File: src/rtl/ppe_ram.sv
module ppe_ram #(
    parameter int WIDTH = 32,
    parameter int DEPTH = 64
) (
    input  logic                     clk,
    input  logic                     wr_en,
    input  logic [$clog2(DEPTH)-1:0] wr_addr,
    input  logic [WIDTH-1:0]         wr_data,
    input  logic [$clog2(DEPTH)-1:0] rd_addr,
    output logic [WIDTH-1:0]         rd_data
);

    logic [WIDTH-1:0] mem [DEPTH];

    // One write port and one registered read port.
    always_ff @(posedge clk)
    begin
        if (wr_en)
        begin
            mem[wr_addr] <= wr_data;
        end
        rd_data <= mem[rd_addr];
    end

endmodule

File: config.mk
export PLATFORM = sky130hd
export DESIGN_NAME = ppe_ram
export DESIGN_NICKNAME = d
export VERILOG_FILES = /design/src/rtl/ppe_ram.sv
export SDC_FILE = /design/constraint.sdc
export NUM_CORES = 2
export LEC_CHECK = 0
export BUFFER_PORTS_ARGS = -buffer_cell sky130_fd_sc_hd__buf_4
export CAP_MARGIN = 10
export CORE_MARGIN = 2
export CORE_UTILIZATION = 56
export CTS_BUF_LIST = sky130_fd_sc_hd__clkbuf_4
export DETAILED_ROUTE_END_ITERATION = 10
export PLACE_DENSITY = 0.83
export SKIP_LAST_GASP = 1
export SYNTH_ARGS = -nofsm -noshare
export SYNTH_HDL_FRONTEND = slang
export SYNTH_SLANG_ARGS = --single-unit
File: constraint.sdc
create_clock -name clk -period 5.3 [get_ports clk]
set_input_delay 1.06 -clock clk [delete_from_list [all_inputs] [get_ports clk]]
set_output_delay 1.06 -clock clk [all_outputs]
set_load 0.01 [all_outputs]
==> impl_metrics.env <==
export IMPL_cap_viol_max_count=0
export IMPL_cp_cell_sequence="buf_4"
export IMPL_dpl_hpwl_um=113000
export IMPL_cp_startpoint="rd_data[24]"
export IMPL_place_port_buffers=77
export IMPL_worstSetupPathDepth=1
export IMPL_worst_setup_path_endpoint="rd_data[24]"
export IMPL_crit_type="reg2out"
export IMPL_post_route_cells_drive_above_1_share_pct=37.3
export IMPL_mostFrequentLayoutCell="sky130_fd_sc_hd__edfxtp_1"
export IMPL_starting_density_pct=56.3
export IMPL_post_cts_buffers=0
export IMPL_cts_made_buffers=483
export IMPL_vdd_ir_max_uv=193
export IMPL_setup_viol=0
export IMPL_ctsHtreeMaxLevel=5
export IMPL_grt_start_max_net_pins=71
export IMPL_slowest_cell_on_the_critical_path="sky130_fd_sc_hd__dfxtp_1"
export IMPL_final_critical_path_setup_slack_ps=2060
export IMPL_layout_cells_most_common_list="sky130_fd_sc_hd__edfxtp_1 (2048), sky130_fd_sc_hd__clkbuf_4 (711), sky130_fd_sc_hd__mux4_2 (544)"
export IMPL_clkLatencyLatePin_ps=1360
export IMPL_detail_route_drc_violations=0
export IMPL_area_growth_pct=12.6
export IMPL_worst_reg2reg_startpoint="mem[63][5]"
export IMPL_critPathMaxStageDelay_ps=620
export IMPL_dp_worst_setup_slack_ps=713
export IMPL_via_count_of_the_first_global_routing_pass=41100
export IMPL_post_synth_inst_count=3324
export IMPL_floorplan_io_pins=78
export IMPL_clock_fmax_mhz=309
export IMPL_cts_sinks=2080
export IMPL_synthesis_area_um2=78500
export IMPL_r2r_end="rd_data[5]"
export IMPL_worst_path_max_fanout=1
export IMPL_detailedRoute_firstIterationViolations=6568
export IMPL_post_synth_top_area_cell="sky130_fd_sc_hd__edfxtp_1"
export IMPL_synth_nets=3370
export IMPL_global_route_wire_length_before_repair_um=287000
export IMPL_vias=40200
export IMPL_cts_tree="built"
export IMPL_worst_endpoint_arrival_ps=2180
export IMPL_setup_repair_after_global_routing_missed_its_margin="no"
export IMPL_dieArea_um2=143000
export IMPL_die_width_um=378
export IMPL_critical_path_top_delay_family="flip-flops"
export IMPL_total_wirelength_of_the_detailed_routed_design_um=202000
export IMPL_viasPerCell=6.57
export IMPL_ff2ff_setup_slack_ps=2710
export IMPL_totalPowerFinal_uw=32300
export IMPL_run_status="completed"
export IMPL_power_density_nw_per_um2=365
export IMPL_max_slew_margin_pct=25.0
export IMPL_final_nets=3908
export IMPL_path_clk_slew_ps=70
export IMPL_critPathCaptureType="primary output"
export IMPL_cts_repair_resize_count=0
export IMPL_count_of_warnings_emitted_by_yosys=0
export IMPL_setup_worst_path_start_class="flip-flop"
export IMPL_num_rows=137
export IMPL_synth_top_cells_by_area="sky130_fd_sc_hd__edfxtp_1 (78%), sky130_fd_sc_hd__mux4_2 (16%), sky130_fd_sc_hd__mux2i_1 (1.2%), sky130_fd_sc_hd__dfxtp_1 (0.82%), sky130_fd_sc_hd__o22ai_1 (0.67%)"
export IMPL_power_leakage_uw=0.0282
export IMPL_setup_skew_ps=90.9
export IMPL_worst_endpoint_required_ps=4240
export IMPL_route_antenna_remaining_nets=0
export IMPL_yosysSeqAreaShare_pct=79.1
export IMPL_gp_congestion=0.844
export IMPL_syn_area_per_cell_um2=23.6
export IMPL_floorplan_die_height_um=378
export IMPL_number_of_storage_elements_in_the_synthesis_netlist=2080
export IMPL_hold_path_class="in2reg"
export IMPL_synthDominantCellAreaShare_pct=78.3
export IMPL_cp_num_buf_inv=1
export IMPL_coreArea_um2=139000
export IMPL_finalHoldViolations=0
export IMPL_worst_pin_slew_ps=1120
export IMPL_synth_unique_cells=34
export IMPL_cts_hold_repair_buffers=0
export IMPL_worst_r2r_path_depth=4
export IMPL_final_setup_tns_ps=0
export IMPL_number_of_antenna_violations_at_the_first_check_in_global_routing=13
export IMPL_fin_crit_ps=3240
export IMPL_final_std_cells_w_o_fill=6120
export IMPL_finalMaxSlewViolations=0
export IMPL_drt_pass1_iter_count=8
export IMPL_wire_per_inst_um=33.1
export IMPL_track_usage_pct=28.7
export IMPL_final_period_util_pct=61.1
export IMPL_cts_buffer_depth=4
export IMPL_overflow=0
export IMPL_cts_root_buf="sky130_fd_sc_hd__clkbuf_4"
export IMPL_placed_cells_incl_taps=5253
sequential cells by signal, summed over array words and instances, names as in the netlist:
name and count:
rd_data 32, mem 2048
through the flow:
| step | hold WS, ps | cell area (µm²) | util, % |
|---|---|---|---|
| floorplan | 663 | 78500 | - |
| global placement | 757 | 82400 | 59.2 |
| detailed placement | 798 | 82500 | 59.2 |
| CTS | 111 | 88400 | 63.4 |
| global route | 171 | 88400 | 63.4 |
| finish | 243 | 88400 | 63.5 |
routing by layer:
layer	vias to the layer above	track usage, %	wire [µm]	share of wire [%]
li1	15700	-	-	-
met1	20500	36.4	65500	32
met2	3453	45.4	98200	49
met3	561	7.79	27100	13
met4	10	16.1	11400	5.7
met5	-	0	63	0.031
worst min path at each step:
stage | start | to | slack (ps) | cells after the start
after floorplan | mem[12][17] | rd_data[17] | 660 | 4
after global placement | mem[12][4] | rd_data[4] | 760 | 4
after detailed placement | mem[28][4] | rd_data[4] | 800 | 4
after CTS | rd_addr[5] | rd_data[18] | 110 | 4
after global routing | rd_addr[5] | rd_data[18] | 170 | 4
final | rd_addr[5] | rd_data[18] | 240 | 4
power by group:
part | switching [µW] | internal (µW)
combinational | 1130 | 640
clock | 6040 | 6170
sequential | 91.1 | 18200
kinds of logic after synthesis:
| group | synth area share [%] |
|---|---|
| AOI/OAI and AO/OA | 1.67 |
| buffers and inverters | 1.13 |
| DFF | 79.1 |
| muxes | 16.8 |
| and+or+nand+nor | 1.27 |
cell usage after synthesis (all sizes together):
library cell	instances
mux4	544
o221ai	27
a22oi	12
edfxtp	2048
clkbuf	74
nand2	26
or2	3
o32ai	4
a31oi	1
nand3b	5
nand4	2
nand2b	8
a21oi	62
and2	2
a311oi	8
mux2i	93
nor2	137
dfxtp	32
a41o	4
and3	4
nor2b	15
or3	3
nand4b	1
or3b	5
nand3	5
o22ai	84
nor3	7
buf	108
worst reg2reg max path, stage by stage, from the launching register on:
cell and delay, ps:
sky130_fd_sc_hd__edfxtp_1 360, sky130_fd_sc_hd__mux4_2 480, sky130_fd_sc_hd__mux4_2 570, sky130_fd_sc_hd__o22ai_1 620, sky130_fd_sc_hd__nor2_1 330
layout make-up:
| class | count | area (µm²) |
|---|---|---|
| Antenna cell | 7 | 17.5 |
| Clock buffer | 711 | 5340 |
| Clock inverter | 149 | 618 |
| Fill cell | 8618 | 50900 |
| Multi-Input combinational cell | 1062 | 16000 |
| Sequential cell | 2080 | 62100 |
| Tap cell | 1876 | 2350 |
| Timing Repair Buffer | 235 | 2000 |
(Power assumes the default switching activity.)
