$ cat config.mk
export PLATFORM = sky130hd
export DESIGN_NAME = ppe_mul
export DESIGN_NICKNAME = d
export VERILOG_FILES = /design/src/rtl/ppe_pkg.sv /design/src/rtl/ppe_mul.sv
export SDC_FILE = /design/constraint.sdc
export NUM_CORES = 2
export LEC_CHECK = 0
export ABC_AREA = 1
export BUFFER_PORTS_ARGS = -buffer_cell sky130_fd_sc_hd__clkbuf_2
export CAP_MARGIN = 20
export CELL_PAD_IN_SITES_DETAIL_PLACEMENT = 1
export CELL_PAD_IN_SITES_GLOBAL_PLACEMENT = 2
export CORE_MARGIN = 1.5
export CORE_UTILIZATION = 40
export CTS_CLUSTER_DIAMETER = 120
export CTS_CLUSTER_SIZE = 8
export DETAILED_ROUTE_END_ITERATION = 16
export GPL_TIMING_DRIVEN = 0
export PLACE_DENSITY = 0.88
export SLEW_MARGIN = 20
export SYNTH_ARGS = -nofsm -noshare
export SYNTH_HDL_FRONTEND = slang
export SYNTH_SLANG_ARGS = --single-unit
export TNS_END_PERCENT = 30
$ cat constraint.sdc
create_clock -name clk -period 10.8 [get_ports clk]
set_input_delay 1.62 -clock clk [delete_from_list [all_inputs] [get_ports clk]]
set_output_delay 1.62 -clock clk [all_outputs]
set_load 0.02 [all_outputs]
$ cat src/rtl/ppe_pkg.sv
package ppe_pkg;

    // Pool geometry.
    localparam int POOL_SIZE = 64;
    localparam int IDX_W     = $clog2(POOL_SIZE);
    localparam int CNT_W     = $clog2(POOL_SIZE + 1);

    // Item modes.
    localparam logic [1:0] MODE_EMIT   = 2'd0;
    localparam logic [1:0] MODE_TICK   = 2'd1;
    localparam logic [1:0] MODE_RENDER = 2'd2;

    // Configuration register indexes.
    localparam logic [1:0] CFG_SPREAD_X = 2'd0;
    localparam logic [1:0] CFG_SPREAD_Y = 2'd1;
    localparam logic [1:0] CFG_SPREAD_Z = 2'd2;

    // Saturation bounds for signed 32-bit results.
    localparam logic signed [65:0] SAT_MAX = 66'sd2147483647;
    localparam logic signed [65:0] SAT_MIN = -66'sd2147483648;

    // One pool slot as held in the slot memory.
    typedef struct packed {
        logic [2:0][31:0] pos;
        logic [2:0][31:0] vel;
        logic [31:0]      total;
        logic [31:0]      life;
        logic [3:0][7:0]  col_begin;
        logic [3:0][7:0]  col_end;
    } slot_t;

    localparam int SLOT_W = $bits(slot_t);

    // Sequencer states.
    typedef enum logic [3:0] {
        ST_IDLE,
        ST_EMIT_MUL,
        ST_EMIT_ADD,
        ST_EMIT_WRITE,
        ST_SCAN,
        ST_READ,
        ST_TICK_MUL,
        ST_TICK_ADD,
        ST_TICK_WRITE,
        ST_DIV,
        ST_MIX_MUL,
        ST_MIX_ADD,
        ST_OUT,
        ST_EMPTY
    } state_t;

    // Clamp a wide signed value to signed 32 bits.
    function automatic logic [31:0] sat32(input logic signed [65:0] x);
        logic [31:0] r;
        if (x > SAT_MAX)
        begin
            r = 32'h7FFF_FFFF;
        end
        else if (x < SAT_MIN)
        begin
            r = 32'h8000_0000;
        end
        else
        begin
            r = x[31:0];
        end
        return r;
    endfunction

endpackage

$ cat src/rtl/ppe_mul.sv
module ppe_mul
    import ppe_pkg::*;
(
    input  logic               clk,
    input  logic signed [32:0] a,
    input  logic signed [32:0] b,
    output logic signed [65:0] p
);

    // Shared signed multiplier with a registered product.
    always_ff @(posedge clk)
    begin
        p <= a * b;
    end

endmodule

==> results.md <==
- The wire length of the first global-routing pass is 281 mm.
- Dividing the detail-routed wire length by the instance count gives 27.4 um.
- Synthesis inferred 66 register bits.
- The die covers 110,000 um^2.
- The number of placement rows is 120.
- The largest registers in the layout are p (66).
- The worst setup path is captured at a register.
- The count of cells along the worst hold path is 3.
- After routing, the total negative slack on setup checks comes to 0 ns.
- The starting density of the core is 40.3%.
- The number of global-route vias before repair came to 41,019.
- The area of the mapped netlist is 43,200 um^2.
- When the netlist entered floorplanning its net count stood at 6,972.
- The worst setup path is of the in -> reg kind.
- After clock tree synthesis, the clock-pin slew on the worst setup and hold paths is 0.07 ns.
- The average cell area after synthesis is 7.79 um^2.
- The flow ran to the end, and the final reports show no timing, DRC or antenna violations.
- The flip-flop count of the largest register after layout is 66.
- Post-CTS timing repair inserted 0 buffers for setup.
- The number of standard cells in the layout, taps in and fillers out is 7,043.
- For hold timing, the worst endpoint is p[0]$_DFF_P_.
- Summed over all layers, the routed wires come to 193 mm.
- The worst hold path class is in -> reg.
- Across every metal layer, demand over resource in global routing totals 36.1%.
- The transition time of the tightest slew-check pin is 1.34 ns.
- The worst path uses 93.5% of the clock period.
- The yosys synthesis warning count is 0.
- The global-route congestion overflow total is 0.
- STA classifies the critical path startpoint as an input port.
- In this run the worst path has a maximum fanout of 17.
- The synthesized design contains 0 enable-type register cells.
- Setup repair after global routing left no endpoint under its margin.
- The net count of the finished layout is 7,058.
- Input and output buffers added on the ports amount to 67.
- For this run, the leading register cell type out of synthesis is sky130_fd_sc_hd__dfxtp_1.
- The core utilization of the finished layout is 42.8%.
- The overall die width is 332 um.
- The placeable core area is 107,000 um^2.
- CTS placed an instance of sky130_fd_sc_hd__clkbuf_16 at the clock tree root.
- The finished cells cover 45,800 um^2.
- The number of hold violations in the final report is 0.
- The tree built by TritonCTS fans out to 66 sinks.
- The detailed-router iteration count before antenna repair is 6.
- The tool flagged a number of max-cap violations equal to 0.
- The max-slew violation count is 0.
- After the first detailed-routing iteration, the DRC count stood at 2,835.
- After detailed routing, the number of remaining DRC violations is 0.
- The worst pin sits at a relative slew slack of 10.9%.
- After legalization and detailed placement, the total HPWL measured 165 mm.
- The post-route antenna net violation count is 0.
- The achievable frequency is 0.0990 GHz.
- More flip-flops sit in one register than any other, and that register is p.
- Of all flip-flops after synthesis, the portion carrying an async set or reset was 0%.
- 133 I/O pins were placed.
- The number of cells upsized or downsized after cts is 0.
- The level count of the clock H-tree is 3.
- The final route contains 36,181 vias.
- The final critical path time including I/O delays and setup is 10.10 ns.
- The source of the worst hold timing path is a[0].
- TritonCTS created 9 clock buffers.
- In this run the deepest clock path goes through 2 buffers.
- The sequential fraction of the synthesis area is 3.06%.
- The number of instances in the synthesized netlist is 5,543.
- The post-route netlist has 3.44% of its cells at a drive strength greater than 1.
- The hold-fix buffer count after cts is 0.
- The congestion estimate from routability-driven global placement came to 0.992.
- The cell count after placement is 7,018.
- The critical path arrival is 10.34 ns.
- The cell area reported after detailed placement is 45,400 um^2.
- The synthesized netlist contains 35 unique library cells.
- TritonCTS built the clock tree.
- The required time of the critical path is 11.04 ns.
- The floorplan step set the die height to 332 um.
- The number of antenna violations at the first check in global routing is 21.
- Dividing the detail-routed via count by the number of cells gives 5.14.
- The final setup violation count is 0.
- The maximum number of pins on one net before global-route repair is 18.
- The area growth from synthesis to layout is 6.14%.
routing by layer:
metal,track usage [%],up-vias,wire (um)
li1,-,15158,-
met2,58.9,1595,89700
met5,0,-,107
met4,22.4,16,14700
met3,6.26,512,14600
met1,44.5,18900,73800
per-stage QoR:
stage | setup WS [ns] | hold WS [ns]
finish | 0.704 | 1.78
global route | 0.399 | 1.79
CTS | 0.782 | 1.78
detailed placement | 0.425 | 2.04
global placement | -0.0724 | 2.04
floorplan | 2.42 | 1.88
worst max-delay path by stage:
| stage | startpoint | endpoint | slack, ns | depth (start not counted) |
|---|---|---|---|---|
| final | a[32] | p[57]$_DFF_P_ | 0.70 | 22 |
| after global routing | a[32] | p[54]$_DFF_P_ | 0.40 | 22 |
| after CTS | a[32] | p[62]$_DFF_P_ | 0.78 | 22 |
| after detailed placement | a[32] | p[62]$_DFF_P_ | 0.42 | 22 |
| after global placement | a[32] | p[62]$_DFF_P_ | -0.07 | 22 |
| after floorplan | a[32] | p[60]$_DFF_P_ | 2.42 | 23 |
final cells by class:
| class | count | area, um^2 |
|---|---|---|
| clock inverters | 6 | 138 |
| plain buffers | 263 | 1040 |
| diodes | 6 | 15.0 |
| clock buffers | 10 | 239 |
| well taps | 1403 | 1760 |
| inverters | 1895 | 7110 |
| flip-flops and latches | 66 | 1320 |
| fillers | 13349 | 61200 |
| multi-input cells | 3319 | 33800 |
| repair buffers | 75 | 449 |
cell families after synthesis:
kind of cell    after synthesis  share of synthesized area [%]
fa+ha+maj                  1362                           59.4
compound gates              106                           1.38
buf+inv                    2158                           18.8
xor+xnor                     41                          0.832
flops                        66                           3.06
simple gates               1810                           16.6
critical path: stages:
cell                       delay [ns]
sky130_fd_sc_hd__clkbuf_1        0.33
sky130_fd_sc_hd__clkbuf_1        0.90
sky130_fd_sc_hd__nand2_1         0.31
sky130_fd_sc_hd__inv_1           0.22
sky130_fd_sc_hd__fa_1            0.52
sky130_fd_sc_hd__fa_1            0.64
sky130_fd_sc_hd__fa_2            0.65
sky130_fd_sc_hd__fa_2            1.04
sky130_fd_sc_hd__fa_1            0.57
sky130_fd_sc_hd__fa_1            0.51
sky130_fd_sc_hd__fa_1            0.51
sky130_fd_sc_hd__inv_1           0.06
sky130_fd_sc_hd__fa_1            0.64
sky130_fd_sc_hd__inv_1           0.07
sky130_fd_sc_hd__ha_1            0.46
sky130_fd_sc_hd__nand2_1         0.12
sky130_fd_sc_hd__inv_1           0.10
sky130_fd_sc_hd__nand3_1         0.23
sky130_fd_sc_hd__nor2_1          0.25
sky130_fd_sc_hd__o21ai_0         0.28
sky130_fd_sc_hd__nand4_1         0.18
sky130_fd_sc_hd__nand2_1         0.07
layout by cell type, fill, tap and decap left out, types with 2 or more instances in the layout:
cell / n
sky130_fd_sc_hd__xor2_1: 37
sky130_fd_sc_hd__clkbuf_1: 222
sky130_fd_sc_hd__clkbuf_2: 107
sky130_fd_sc_hd__a21oi_1: 61
sky130_fd_sc_hd__fa_1: 1143
sky130_fd_sc_hd__a21o_1: 2
sky130_fd_sc_hd__dfxtp_1: 66
sky130_fd_sc_hd__clkbuf_16: 9
sky130_fd_sc_hd__bufinv_16: 4
sky130_fd_sc_hd__nor3_1: 7
sky130_fd_sc_hd__nand2_1: 1517
sky130_fd_sc_hd__nor4_1: 4
sky130_fd_sc_hd__nor2_1: 131
sky130_fd_sc_hd__nand2_2: 17
sky130_fd_sc_hd__a21oi_2: 4
sky130_fd_sc_hd__o21ai_1: 3
sky130_fd_sc_hd__nor2_2: 20
sky130_fd_sc_hd__nand4_1: 19
sky130_fd_sc_hd__ha_1: 217
sky130_fd_sc_hd__nand3_2: 8
sky130_fd_sc_hd__nand3_1: 70
sky130_fd_sc_hd__buf_8: 2
sky130_fd_sc_hd__nand3b_1: 3
sky130_fd_sc_hd__xnor2_1: 4
sky130_fd_sc_hd__o21bai_1: 14
sky130_fd_sc_hd__diode_2: 6
sky130_fd_sc_hd__inv_1: 1894
sky130_fd_sc_hd__fa_2: 2
sky130_fd_sc_hd__clkinv_4: 2
sky130_fd_sc_hd__o21ai_0: 19
sky130_fd_sc_hd__buf_6: 5
sky130_fd_sc_hd__nor2_4: 3
sky130_fd_sc_hd__and2_1: 2
sky130_fd_sc_hd__or2_2: 5
cell usage after synthesis, types with 4 or more instances:
cell type	count	area share (%)
sky130_fd_sc_hd__nor2_1	131	1.1
sky130_fd_sc_hd__clkbuf_1	262	2.3
sky130_fd_sc_hd__o21bai_1	14	0.24
sky130_fd_sc_hd__inv_1	1894	16
sky130_fd_sc_hd__dfxtp_1	66	3.1
sky130_fd_sc_hd__xnor2_1	4	0.081
sky130_fd_sc_hd__nor4_1	4	0.058
sky130_fd_sc_hd__nand2_2	17	0.25
sky130_fd_sc_hd__o21ai_0	19	0.22
sky130_fd_sc_hd__ha_1	217	6.3
sky130_fd_sc_hd__fa_1	1145	53
sky130_fd_sc_hd__a21oi_1	61	0.71
sky130_fd_sc_hd__nand3_1	70	0.81
sky130_fd_sc_hd__nand4_1	19	0.28
sky130_fd_sc_hd__xor2_1	37	0.75
sky130_fd_sc_hd__a21oi_2	4	0.081
sky130_fd_sc_hd__or2_2	5	0.072
sky130_fd_sc_hd__nand2_1	1517	13
sky130_fd_sc_hd__nor2_2	20	0.29
sky130_fd_sc_hd__nor3_1	7	0.081
sky130_fd_sc_hd__nand3_2	8	0.19
Power is left out: the tool's default activity adds up to more than one toggle a clock period on the data nets, which glitch-free logic cannot reach.
